--- config.mk ---
export PLATFORM = sky130hd
export DESIGN_NAME = rgb_to_hsv_converter
export DESIGN_NICKNAME = d
export VERILOG_FILES = /design/src/rtl/core/rhc_pkg.sv /design/src/rtl/core/rhc_front.sv /design/src/rtl/core/rhc_queue.sv /design/src/rtl/core/rhc_back.sv /design/src/rtl/core/rgb_to_hsv_converter.sv
export VERILOG_INCLUDE_DIRS = /design/src /design/src/rtl/core
export SDC_FILE = /design/constraint.sdc
export NUM_CORES = 2
export LEC_CHECK = 0
export BUFFER_PORTS_ARGS = -buffer_cell sky130_fd_sc_hd__buf_2
export CAP_MARGIN = 25
export CORE_MARGIN = 1.5
export CORE_UTILIZATION = 65
export CTS_CLUSTER_SIZE = 40
export DETAILED_ROUTE_END_ITERATION = 10
export PLACE_DENSITY_LB_ADDON = 0.12
export SYNTH_ARGS = -nofsm -noshare
export SYNTH_HDL_FRONTEND = slang
export SYNTH_HIERARCHICAL = 1
export SYNTH_SLANG_ARGS = --single-unit
--- constraint.sdc ---
create_clock -name clk -period 108.3 [get_ports clk]
set_input_delay 21.66 -clock clk [delete_from_list [all_inputs] [get_ports clk]]
set_output_delay 21.66 -clock clk [all_outputs]
set_load 0.02 [all_outputs]
--- src/rtl/core/rgb_to_hsv_converter_assert.svh ---
// assertion macros shared by the rgb_to_hsv_converter rtl
// every user module has clk and rst (synchronous, active high) in scope
`ifndef RGB_TO_HSV_CONVERTER_ASSERT_SVH
`define RGB_TO_HSV_CONVERTER_ASSERT_SVH

// same-cycle implication, checked outside reset
`define RHC_ASSERT_IMPL(name, ante, cons, msg) \
  name: assert property (@(posedge clk) disable iff (rst) (ante) |-> (cons)) else $error(msg);

// next-cycle implication, checked outside reset
`define RHC_ASSERT_NEXT(name, ante, cons, msg) \
  name: assert property (@(posedge clk) disable iff (rst) (ante) |=> (cons)) else $error(msg);

`endif

--- src/rtl/core/rhc_pkg.sv ---
// shared types, constants and helpers of the rgb to hsv converter
// no dependencies
`default_nettype none

package rhc_pkg;

  localparam int CHAN_W        = 8;
  localparam int HUE_W         = 15;
  localparam int SAT_W         = 16;
  localparam int VAL_W         = 15;
  localparam int HUE_FRAC_BITS = 6;

  // divider geometry: quotient bits, denominator 2*channel, numerator
  localparam int QUO_W = (9 + HUE_FRAC_BITS > SAT_W) ? 9 + HUE_FRAC_BITS : SAT_W;
  localparam int DEN_W = CHAN_W + 1;
  localparam int NUM_W = QUO_W + DEN_W;

  // hue offset in units of 60/delta degrees before scaling: 0 .. 6*255-1
  localparam int HM_W         = 11;
  localparam int HUE_DEG_STEP = 60;
  localparam logic [QUO_W-1:0] HUE_TOP = QUO_W'(360 * (2 ** HUE_FRAC_BITS) - 1);

  // saturation numerator is delta * 2^16 (twice Q1.15 one)
  localparam int SAT_SHIFT = SAT_W;
  localparam logic [SAT_W-1:0] SAT_ONE = SAT_W'(32768);

  // value = floor((cmax*25600 + 127) / 255) via reciprocal 2^31/255 rounded up
  localparam int VAL_Y_W     = 23;
  localparam int VAL_SCALE   = 25600;
  localparam int VAL_HALF    = 127;
  localparam int VAL_RECIP_W = 24;
  localparam logic [VAL_RECIP_W-1:0] VAL_RECIP = VAL_RECIP_W'(8421505);
  localparam int VAL_SHIFT   = 31;
  localparam int VAL_PROD_W  = VAL_Y_W + VAL_RECIP_W;

  localparam int QUEUE_DEPTH = 4;
  localparam int QUEUE_AW    = 2;
  localparam int QUEUE_CNT_W = QUEUE_AW + 1;

  typedef enum logic [1:0] {
    SECT_RED,
    SECT_GREEN,
    SECT_BLUE
  } rhc_sector_t;

  typedef struct packed {
    logic [CHAN_W-1:0] red;
    logic [CHAN_W-1:0] green;
    logic [CHAN_W-1:0] blue;
  } rhc_pixel_t;

  typedef struct packed {
    logic [HUE_W-1:0] hue;
    logic [SAT_W-1:0] saturation;
    logic [VAL_W-1:0] brightness;
  } rhc_hsv_t;

  // classified pixel waiting for the dividers
  typedef struct packed {
    logic [NUM_W-1:0] hue_x;
    logic [DEN_W-1:0] hue_d;
    logic [NUM_W-1:0] sat_x;
    logic [DEN_W-1:0] sat_d;
    logic             gray;
    logic [VAL_W-1:0] val;
  } rhc_job_t;

  // one restoring divider lane: partial remainder, shifting word, divisor
  typedef struct packed {
    logic [DEN_W-1:0] p;
    logic [QUO_W-1:0] w;
    logic [DEN_W-1:0] d;
  } rhc_lane_t;

  typedef struct packed {
    rhc_lane_t        hue;
    rhc_lane_t        sat;
    logic             gray;
    logic [VAL_W-1:0] val;
  } rhc_div_t;

endpackage

`default_nettype wire

--- src/rtl/core/rhc_front.sv ---
// front end: max/min search, sector pick, numerator and divisor setup
// depends on rhc_pkg
`default_nettype none
`include "rgb_to_hsv_converter_assert.svh"

module rhc_front
  import rhc_pkg::*;
(
  input  wire logic       clk,
  input  wire logic       rst,
  input  wire rhc_pixel_t pixel,
  input  wire logic       push,
  output logic            full,
  output rhc_job_t        job,
  output logic            job_valid,
  input  wire logic       job_full
);

  logic [CHAN_W-1:0]  r, g, b, cmax, cmin, delta;
  rhc_sector_t        sector;
  logic signed [11:0] diff, kd, m, six_d;
  logic [HM_W-1:0]    hm;
  logic [VAL_Y_W-1:0] val_y;

  logic               a_valid;
  logic [CHAN_W-1:0]  a_cmax, a_delta;
  logic [HM_W-1:0]    a_hm;
  logic [VAL_Y_W-1:0] a_val_y;

  logic [NUM_W-1:0]      hue_n;
  logic [VAL_PROD_W-1:0] val_prod;

  always_comb begin
    r = pixel.red;
    g = pixel.green;
    b = pixel.blue;
    cmax = r;
    cmin = r;
    if (g > cmax) cmax = g;
    if (b > cmax) cmax = b;
    if (g < cmin) cmin = g;
    if (b < cmin) cmin = b;
    delta = cmax - cmin;
  end

  // ties go to red, then green
  always_comb begin
    priority if (cmax == r) begin
      sector = SECT_RED;
    end else if (cmax == g) begin
      sector = SECT_GREEN;
    end else begin
      sector = SECT_BLUE;
    end
  end

  always_comb begin
    unique case (sector)
      SECT_RED: begin
        diff = $signed({4'b0, g}) - $signed({4'b0, b});
        kd   = 12'sd0;
      end
      SECT_GREEN: begin
        diff = $signed({4'b0, b}) - $signed({4'b0, r});
        kd   = $signed({3'b0, delta, 1'b0});
      end
      SECT_BLUE: begin
        diff = $signed({4'b0, r}) - $signed({4'b0, g});
        kd   = $signed({2'b0, delta, 2'b0});
      end
      default: begin
        diff = 12'sd0;
        kd   = 12'sd0;
      end
    endcase
    six_d = $signed(12'({delta, 2'b00}) + 12'({delta, 1'b0}));
    m = diff + kd;
    if (m < 12'sd0) m = m + six_d;
    hm = m[HM_W-1:0];
    val_y = VAL_Y_W'(cmax) * VAL_Y_W'(VAL_SCALE) + VAL_Y_W'(VAL_HALF);
  end

  assign full = a_valid && job_full;

  always_ff @(posedge clk) begin
    if (rst) begin
      a_valid <= 1'b0;
    end else if (!full) begin
      a_valid <= push;
    end
  end

  always_ff @(posedge clk) begin
    if (push && !full) begin
      a_cmax  <= cmax;
      a_delta <= delta;
      a_hm    <= hm;
      a_val_y <= val_y;
    end
  end

  // numerators carry the 2x of round-to-nearest; divisors are 2*delta, 2*cmax
  always_comb begin
    hue_n     = NUM_W'(a_hm) * NUM_W'(HUE_DEG_STEP);
    job.hue_x = (hue_n << (HUE_FRAC_BITS + 1)) + NUM_W'(a_delta);
    job.hue_d = {a_delta, 1'b0};
    job.sat_x = (NUM_W'(a_delta) << SAT_SHIFT) + NUM_W'(a_cmax);
    job.sat_d = {a_cmax, 1'b0};
    job.gray  = (a_delta == '0);
    val_prod  = VAL_PROD_W'(a_val_y) * VAL_PROD_W'(VAL_RECIP);
    job.val   = val_prod[VAL_SHIFT +: VAL_W];
  end

  assign job_valid = a_valid;

  `RHC_ASSERT_NEXT(front_hold_a, a_valid && job_full, a_valid && $stable(a_cmax) && $stable(a_hm), "front item changed while queue full")
  `RHC_ASSERT_IMPL(front_gray_sector, a_valid && a_delta == '0, a_hm == '0, "gray pixel with nonzero hue offset")

endmodule

`default_nettype wire

--- src/rtl/core/rhc_queue.sv ---
// short job queue between front end and divider pipeline
// depends on rhc_pkg
`default_nettype none
`include "rgb_to_hsv_converter_assert.svh"

module rhc_queue
  import rhc_pkg::*;
(
  input  wire logic     clk,
  input  wire logic     rst,
  input  wire rhc_job_t wr_data,
  input  wire logic     wr_valid,
  output logic          full,
  output rhc_job_t      rd_data,
  output logic          empty,
  input  wire logic     rd_take
);

  rhc_job_t               slots [QUEUE_DEPTH];
  logic [QUEUE_AW-1:0]    wptr, rptr;
  logic [QUEUE_CNT_W-1:0] count, count_next;
  logic                   wr_en, rd_en;

  assign full    = (count == QUEUE_CNT_W'(QUEUE_DEPTH));
  assign empty   = (count == '0);
  assign wr_en   = wr_valid && !full;
  assign rd_en   = rd_take && !empty;
  assign rd_data = slots[rptr];

  always_comb begin
    count_next = count;
    if (wr_en && !rd_en) count_next = count + 1'b1;
    if (rd_en && !wr_en) count_next = count - 1'b1;
  end

  always_ff @(posedge clk) begin
    if (rst) begin
      wptr  <= '0;
      rptr  <= '0;
      count <= '0;
    end else begin
      if (wr_en) wptr <= wptr + 1'b1;
      if (rd_en) rptr <= rptr + 1'b1;
      count <= count_next;
    end
  end

  always_ff @(posedge clk) begin
    if (wr_en) slots[wptr] <= wr_data;
  end

  `RHC_ASSERT_IMPL(queue_count_bound, 1'b1, count <= QUEUE_CNT_W'(QUEUE_DEPTH), "queue count over depth")
  `RHC_ASSERT_IMPL(queue_ptr_gap, 1'b1, QUEUE_AW'(wptr - rptr) == count[QUEUE_AW-1:0], "queue pointers disagree with count")

endmodule

`default_nettype wire

--- src/rtl/core/rhc_back.sv ---
// back end: two restoring divider lanes, one quotient bit per stage, plus output register
// depends on rhc_pkg
`default_nettype none
`include "rgb_to_hsv_converter_assert.svh"

module rhc_back
  import rhc_pkg::*;
(
  input  wire logic     clk,
  input  wire logic     rst,
  input  wire rhc_job_t job,
  input  wire logic     job_valid,
  output logic          job_take,
  output rhc_hsv_t      hsv,
  output logic          empty,
  input  wire logic     pop
);

  function automatic rhc_lane_t div_step(input rhc_lane_t l);
    logic [DEN_W:0] t;
    rhc_lane_t      o;
    t = {l.p, l.w[QUO_W-1]};
    o = l;
    if (t >= {1'b0, l.d}) begin
      o.p = DEN_W'(t - {1'b0, l.d});
      o.w = {l.w[QUO_W-2:0], 1'b1};
    end else begin
      o.p = t[DEN_W-1:0];
      o.w = {l.w[QUO_W-2:0], 1'b0};
    end
    return o;
  endfunction

  rhc_div_t         st      [QUO_W];
  rhc_div_t         st_next [QUO_W];
  logic [QUO_W-1:0] st_valid;
  rhc_div_t         init;
  logic             advance;
  logic             out_valid;
  rhc_hsv_t         res_next;
  logic [QUO_W-1:0] hue_q;

  assign advance  = !out_valid || pop;
  assign job_take = advance;
  assign empty    = !out_valid;

  always_comb begin
    init.hue.p = job.hue_x[NUM_W-1:QUO_W];
    init.hue.w = job.hue_x[QUO_W-1:0];
    init.hue.d = job.hue_d;
    init.sat.p = job.sat_x[NUM_W-1:QUO_W];
    init.sat.w = job.sat_x[QUO_W-1:0];
    init.sat.d = job.sat_d;
    init.gray  = job.gray;
    init.val   = job.val;
  end

  always_comb begin
    for (int i = 0; i < QUO_W; i++) begin
      st_next[i] = (i == 0) ? init : st[(i == 0) ? 0 : i - 1];
      st_next[i].hue = div_step(st_next[i].hue);
      st_next[i].sat = div_step(st_next[i].sat);
    end
  end

  always_ff @(posedge clk) begin
    if (rst) begin
      st_valid  <= '0;
      out_valid <= 1'b0;
    end else if (advance) begin
      st_valid  <= {st_valid[QUO_W-2:0], job_valid};
      out_valid <= st_valid[QUO_W-1];
    end
  end

  always_ff @(posedge clk) begin
    if (advance) begin
      for (int i = 0; i < QUO_W; i++) begin
        st[i] <= st_next[i];
      end
    end
  end

  // gray pixels give zero hue and saturation; hue is clamped below a full turn
  always_comb begin
    hue_q = (st[QUO_W-1].hue.w > HUE_TOP) ? HUE_TOP : st[QUO_W-1].hue.w;
    res_next.hue        = st[QUO_W-1].gray ? '0 : hue_q[HUE_W-1:0];
    res_next.saturation = st[QUO_W-1].gray ? '0 : st[QUO_W-1].sat.w[SAT_W-1:0];
    res_next.brightness = st[QUO_W-1].val;
  end

  always_ff @(posedge clk) begin
    if (advance) hsv <= res_next;
  end

  `RHC_ASSERT_IMPL(back_sat_range, out_valid, hsv.saturation <= SAT_ONE, "saturation above one")
  `RHC_ASSERT_NEXT(back_stall_keeps, out_valid && !pop, out_valid && $stable(st_valid), "pipeline moved while output stalled")

endmodule

`default_nettype wire

--- src/rtl/core/rgb_to_hsv_converter.sv ---
// top level of the rgb to hsv converter: front end, job queue, divider back end
// depends on rhc_pkg, rhc_front, rhc_queue, rhc_back
`default_nettype none

//  channel   ports                    payload       accepted when
//  pixels    push, full, pixel        rhc_pixel_t   push && !full
//  results   empty, pop, hsv          rhc_hsv_t     pop && !empty
//
//  one pixel per clock sustained while results are popped; path: front register,
//  queue, 16-stage restoring divider (one quotient bit a stage), result register
//  reset (rst, synchronous) empties the front register, queue and pipeline valids
//  a stalled result output freezes the divider pipeline; the 4-entry queue and
//  front register keep taking pixels until they fill, then full rises

module rgb_to_hsv_converter
  import rhc_pkg::*;
(
  input  wire logic       clk,
  input  wire logic       rst,
  input  wire rhc_pixel_t pixel,
  input  wire logic       push,
  output logic            full,
  output rhc_hsv_t        hsv,
  output logic            empty,
  input  wire logic       pop
);

  // front to queue
  rhc_job_t front_job;
  logic     front_valid;
  logic     queue_full;

  // queue to back end
  rhc_job_t queue_job;
  logic     queue_empty;
  logic     back_take;

  // classify: max, min, sector, divider operands, brightness
  rhc_front u_front (
    .clk       (clk),
    .rst       (rst),
    .pixel     (pixel),
    .push      (push),
    .full      (full),
    .job       (front_job),
    .job_valid (front_valid),
    .job_full  (queue_full)
  );

  // decouples the front end from stalls at the result side
  rhc_queue u_queue (
    .clk      (clk),
    .rst      (rst),
    .wr_data  (front_job),
    .wr_valid (front_valid),
    .full     (queue_full),
    .rd_data  (queue_job),
    .empty    (queue_empty),
    .rd_take  (back_take)
  );

  // hue and saturation dividers in lockstep, result register at the end
  rhc_back u_back (
    .clk       (clk),
    .rst       (rst),
    .job       (queue_job),
    .job_valid (!queue_empty),
    .job_take  (back_take),
    .hsv       (hsv),
    .empty     (empty),
    .pop       (pop)
  );

endmodule

`default_nettype wire
# Word level (Yosys, flattened, before mapping)
# Memory sizes are Yosys's and may differ from the RTL's. A register that Yosys moved wholly into a read port is not among the register bits.
# Index checks and enable logic that the tools add are counted.
word_totals:
  n_memories: 2
  wordCells: 176
  in_bits: 28
  output_inout_bits: 48
  mem_bits_rw: 1672
  ff_bits: 121
op_classes:
  eq_ne: 5
  reduce_logical: 18
  mux: 50
  n_addsub: 46
  order_cmp: 38
  n_mul: 3
memory_table:
  columns: ["name", "words", "word_bits", "read_ports", "rd_ports_with_merged_regs", "wr", "line", "source"]
  rows:
  - ["u_back.st", 16, 84, 16, 0, 16, "rhc_back.sv:34", "rhc_div_t st [QUO_W];"]
  - ["u_queue.slots", 4, 82, 1, 1, 1, "rhc_queue.sv:19", "rhc_job_t slots [QUEUE_DEPTH];"]
op_table:
  columns: ["cell", "count"]
  rows:
  - ["$mux W25", 32]
  - ["$ge A10 B9 Y1", 32]
  - ["$sub A9 B9 Y9", 32]
  - ["$add A24 B8 Y25", 2]
  - ["$mul A23 B24 Y46 const B", 1]
  - ["$pmux W12 S3", 1]
  - ["$mux W8", 4]
  - ["$sub A8 B8 Y9", 3]
  - ["$add A23 B7 Y23 const B", 1]
  - ["$pmux W10 S2", 1]
  - ["$eq A8 B8 Y1", 2]
  - ["$gt A16 B15 Y1 const B", 1]
  - ["$gt A8 B8 Y1", 2]
  - ["$lt A8 B8 Y1", 2]
  - ["$mul A11 B4 Y15 const B", 1]
  - ["$mux W15", 1]
  - ["$mul A8 B5 Y13 const B", 1]
  - ["$add A12 B11 Y12", 1]
  - ["$lt A12 B1 Y1 const B", 1]
  - ["$add A10 B9 Y11", 1]
  - ["$add A11 B11 Y11", 1]
  - ["$mux W11", 1]
  - ["$logic_not A8 Y1", 1]
  - ["$mux W2", 4]
  - ["16 further kinds", 31]

# Depth between registers and ports, before layout
depth:
  word_depth: 12
  depth_mapped: 41
  ltp_nobuf: 38

# Modules after synthesis
# Netlist, hierarchy kept.
modules_own_cells:
  columns: ["mod", "area_per_inst_um2", "cells_per_inst", "instances", "seq_area_each_um2"]
  rows:
  - ["rhc_back", 57960.6, 3750, 1, 40999.3]
  - ["rhc_queue", 12588.3, 492, 1, 10269.8]
  - ["rhc_front", 8784.7, 994, 1, 1131.1]
  - ["rgb_to_hsv_converter", 3.8, 1, 1, 0.0]

# Worst setup path after synthesis
# No wires, ideal clock.
synth_timing:
  path_kind: "input to register"
  startpoint: "input port pop"
  endpoint: "register u_queue.count[2]"
  path_slack_ns: 44.407
  required_ns: 108.230
  setup_ns: 0.070
  path_buffers: 1
  arrival_time_ns: 63.823
  cell_stages: 11
  cell_sequence: "nor2_1 > clkinv_1 > clkbuf_1 > o31ai_1 > inv_1 > ha_1 > inv_1 > fa_1 > xor2_1 > or3_1 > a21oi_1"
synth_via:
  elab_chain_len: 5
  elab_cells_between_ends: 7
  classes_between: "mux (1); reduce/logical (6)"
synth_lines:
  columns: ["element", "line", "source"]
  rows:
  - ["start, declared", "rgb_to_hsv_converter.sv:25", "input wire logic pop"]
  - ["$logic_or A1 B1 Y1 (*)", "rhc_back.sv:43", "assign advance = !out_valid || pop;"]
  - ["net back_take", "rgb_to_hsv_converter.sv:36", "logic back_take;"]
  - ["$logic_and A1 B1 Y1 (*)", "rhc_queue.sv:27", "assign rd_en = rd_take && !empty;"]
  - ["net u_queue.rd_en", "rhc_queue.sv:22", "logic wr_en, rd_en;"]
  - ["$logic_not A1 Y1", "rhc_queue.sv:32", "if (wr_en && !rd_en) count_next = count + 1'b1;"]
  - ["$logic_and A1 B1 Y1", "rhc_queue.sv:32", null]
  - ["$reduce_bool A2 Y1 (no line)", null, null]
  - ["end signal, assigned", "rhc_queue.sv:44", "count <= count_next;"]
  - ["end, declared", "rhc_queue.sv:21", "logic [QUEUE_CNT_W-1:0] count, count_next;"]
# The timed path passes the listed nets; every way through them passes the cells marked *.
# A chain may end at the register's enable or synchronous reset.

# Worst setup path after layout
layout_timing:
  startpoint: "input port pixel[14] (netlist bit)"
  endpoint: "register u_front.a_hm[10], data pin"
layout_via:
  elab_cells_between_ends: 25
  classes_between: "add/sub (6); order compare (5); eq/ne (4); mux (9); reduce/logical (1)"
layout_rtl:
  columns: ["element", "line", "source"]
  rows:
  - ["start, declared", "rgb_to_hsv_converter.sv:20", "input wire rhc_pixel_t pixel,"]
  - ["$gt A8 B8 Y1 / $lt A8 B8 Y1 (equally long branches)", "rhc_front.sv:39, rhc_front.sv:41", null]
  - ["$mux W8, on equally long branches", "rhc_front.sv:39, rhc_front.sv:41", null]
  - ["$gt A8 B8 Y1 / $lt A8 B8 Y1 (equally long branches)", "rhc_front.sv:40, rhc_front.sv:42", null]
  - ["$mux W8, on equally long branches", "rhc_front.sv:40, rhc_front.sv:42", null]
  - ["$sub A8 B8 Y8 (*)", "rhc_front.sv:43", "delta = cmax - cmin;"]
  - ["net u_front.delta[1]", "rhc_front.sv:19", "logic [CHAN_W-1:0] r, g, b, cmax, cmin, delta;"]
  - ["$pmux W10 S2", "rhc_front.sv:58", "unique case (sector)"]
  - ["$add A12 B11 Y12", "rhc_front.sv:77", "m = diff + kd;"]
  - ["$add A11 B11 Y11 / $lt A12 B1 Y1 (equally long branches)", "rhc_front.sv:78", "if (m < 12'sd0) m = m + six_d;"]
  - ["$mux W11 (*)", "rhc_front.sv:78", null]
  - ["net u_front.m[10]", "rhc_front.sv:21", "logic signed [11:0] diff, kd, m, six_d;"]
  - ["end signal, assigned", "rhc_front.sv:97", "a_hm <= hm;"]
  - ["end, declared", "rhc_front.sv:27", "logic [HM_W-1:0] a_hm;"]
# Marked as above.

==> metrics.md <==
| Metric | Value |
|---|---|
| Clock Tree Buf Depth | `3` |
| Rows | `127` |
| Number of max-cap violations | `0` |
| Setup WS post-layout | `77.25 ns` |
| Syn Std Cell Area | `79,300 um^2` |
| Sum Neg Setup Slack | `0 ns` |
| I/O pins | `76` |
| Critical path data arrival time | `31.59 ns` |
| FMAX | `0.0322 GHz` |
| RSZ-0062 raised after global routing | `no` |
| CP Launch Type | `primary input` |
| HPWL after detailed placement | `87,300 um` |
| Share of cells above drive strength 1 | `12.0%` |
| Post-synth cell types | `94` |
| Num Clock Sinks | `1,754` |
| Max H-tree Level | `4` |
| Crit end category | `register` |
| Gpl congestion | `0.900` |
| Slew HR | `34.0%` |
| Syn Area/Cell | `15.1 um^2` |
| Final period util | `28.7%` |
| Top-count cell post-synth | `edfxtp_1` |
| Buf+Inv Stages, Crit Path | `4` |
| Core area | `120,000 um^2` |
| Register bit total from synthesis | `1,754` |
| Largest net degree at the start of global routing | `193` |
| GRT Residual Overflow | `0` |
| Worst Reg2Reg Path Length in Cells | `10` |
| Ys Warns | `6` |
| Worst-path clk slew | `0.06 ns` |
| Post-synth EDFFs | `1,727` |
| Skew final | `0.0388 ns` |
| Yosys top cell by area | `edfxtp_1` |
| Worst slew pin tran | `0.989 ns` |
| First-pass DRT Iterations | `5` |
| Clock Latency Late Sink | `0.78 ns` |
| WHS Endpoint | `u_back/st[0][283]$_DFFE_PP_` |
| Placed inst area | `81,300 um^2` |
| Worst path top cell family by delay | `compound AO/OA/AOI/OAI gates` |
| Hold WC Path Type | `reg -> reg` |
| Slew Limit Fails | `0` |
| Routed wire per std cell | `18.8 um` |
| Final Hold Fails | `0` |
| Diodes inserted | `0` |
| Crit path max fanout | `18` |
| Post-synth top cells | `1,727 x edfxtp_1, 554 x inv_1, 500 x ha_1` |
| # setup viols final | `0` |
| Final nets | `6,016` |
| Design Area, Final | `86,900 um^2` |
| Synth top area share | `65.4%` |
| Die ar. | `124,000 um^2` |
| Post-DR vias/cell | `5.75` |
| Number of global-route vias before repair | `42.3k` |
| Drt initial violations | `2,803` |
| GRT Resource Usage Total | `21.9%` |
| # DRC | `0` |
| Prevailing post-synth register cell | `edfxtp_1` |
| Layout area overhead | `9.57%` |
| Via count | `41.2k` |
| Antenna violations before repair | `0` |
| Worst setup path startpoint | `pixel[14]` |
| Initial core utilization | `65.9%` |
| Clock root buffer | `clkbuf_16` |
| Remaining antenna violation count | `0` |
| DP Worst Slack | `76.57 ns` |
| Num CTS Buffers | `171` |
| Reg2reg start | `u_back/out_valid$_SDFFE_PP0P_` |
| Top cell by count, worst path | `ha_1` |
| Worst Hold Path Cells | `0` |
| Worst-path cell with the longest stage delay | `nand2_1` |
| Die Span X | `352 um` |
| Cts repair resizes | `0` |
| Largest stage delay on the critical path | `0.67 ns` |
| Fraction of registers with async set/reset | `0%` |
| Hold_buf cts | `0` |
| Final Critical Period | `31.05 ns` |
| Post-CTS Setup Inserts | `0` |
| Crit Reg-Reg Endpoint | `u_back/st[1][566]$_DFFE_PP_` |
| Die height | `352 um` |
| R2r setup slk | `102.69 ns` |
| Core Util, Final | `72.2%` |
| Top post-synthesis cells by area | `edfxtp_1 65%, ha_1 7.9%, inv_1 2.6%` |
| Setup CP Type | `in -> reg` |
| CTS tree | `done` |
| Hold Path Origin | `u_back/st[0][198]$_DFFE_PP_` |
| Critical Path RT | `108.84 ns` |
| Synthesized instance count | `5,237` |
| Seq/Total Area, Yosys | `66.0%` |
| Port-buffer cells | `75` |
| First-pass GRT wire length | `218,000 um` |
| Status | `finished, final reports clean` |
| Total wire length | `134,000 um` |
==> flip-flops by register name, summed over array words and instances, names as in the netlist, named ones only <==
name	cells
u_queue/wptr	2
u_front/a_delta	8
u_front/job_valid	1
u_queue/rptr	2
u_front/a_val_y	10
u_back/out_valid	1
u_front/a_cmax	8
u_queue/count	3
u_queue/slots	336
u_front/a_hm	11
u_back/st_valid	16
u_back/st	1308
u_back/hsv	46
==> logic make-up after synthesis <==
logic type,count (synthesis),share of synthesized area (%)
xor+xnor,213,2.36
fa+ha+maj,566,9.55
flops,1754,66.0
simple gates,754,4.75
mux,301,5.53
compound gates,973,8.18
other cells,1,0.00473
buf+inv,675,3.59
==> through the flow <==
stage               hold slack (ns)  instances
floorplan                     0.400       5249
global route                  0.400       7168
global placement              0.400       6856
finish                        0.396       7168
detailed placement            0.405       6856
CTS                           0.390       7163
==> worst max path at each step <==
| stage | endpoint | slack, ns | cells after the start |
|---|---|---|---|
| finish | u_front/a_hm[10]$_DFFE_PP_ | 77.25 | 38 |
| global route | u_front/a_hm[10]$_DFFE_PP_ | 76.58 | 36 |
| CTS | u_front/a_hm[10]$_DFFE_PP_ | 77.38 | 38 |
| detailed placement | u_front/a_hm[10]$_DFFE_PP_ | 76.57 | 38 |
| global placement | u_front/a_hm[10]$_DFFE_PP_ | 76.66 | 38 |
| floorplan | u_queue/count[2]$_SDFFE_PP0P_ | 44.41 | 11 |
==> final cells by class <==
cell class,instances,area [um^2]
clock buffer,194,4410
fill,7598,33500
multi-input combinational,2820,24200
timing repair buffer,105,703
clock inverter,113,1090
sequential,1754,52400
tap,1612,2020
inverter,570,2150
==> layout by cell type (no fill, tap or decap), types with 45 or more instances in the layout <==
| master | count |
|---|---|
| a21o_1 | 87 |
| xnor2_1 | 170 |
| o21ai_0 | 100 |
| mux2i_1 | 45 |
| nor3_1 | 74 |
| nand3_1 | 72 |
| o211ai_1 | 55 |
| o21a_1 | 73 |
| nand2_1 | 158 |
| mux4_2 | 84 |
| fa_1 | 66 |
| ha_1 | 500 |
| clkbuf_16 | 173 |
| a21boi_0 | 55 |
| edfxtp_1 | 1727 |
| mux2_2 | 138 |
| inv_1 | 554 |
| nor2b_1 | 65 |
| nor2_1 | 202 |
| a21oi_1 | 327 |
| buf_2 | 76 |
==> layer usage <==
metal / vias to the layer above / global-route usage [%] / share of wire, % / wire (um)
li1: 20093 / - / - / -
met1: 20136 / 28.5 / 43 / 58200
met2: 750 / 38.0 / 51 / 67900
met3: 264 / 3.20 / 3.4 / 4570
met4: 0 / 7.41 / 2.8 / 3800
met5: - / 0 / 0 / 0
Power is left out: the tool's default activity adds up to more than one toggle a clock period on the data nets, which glitch-free logic cannot reach.
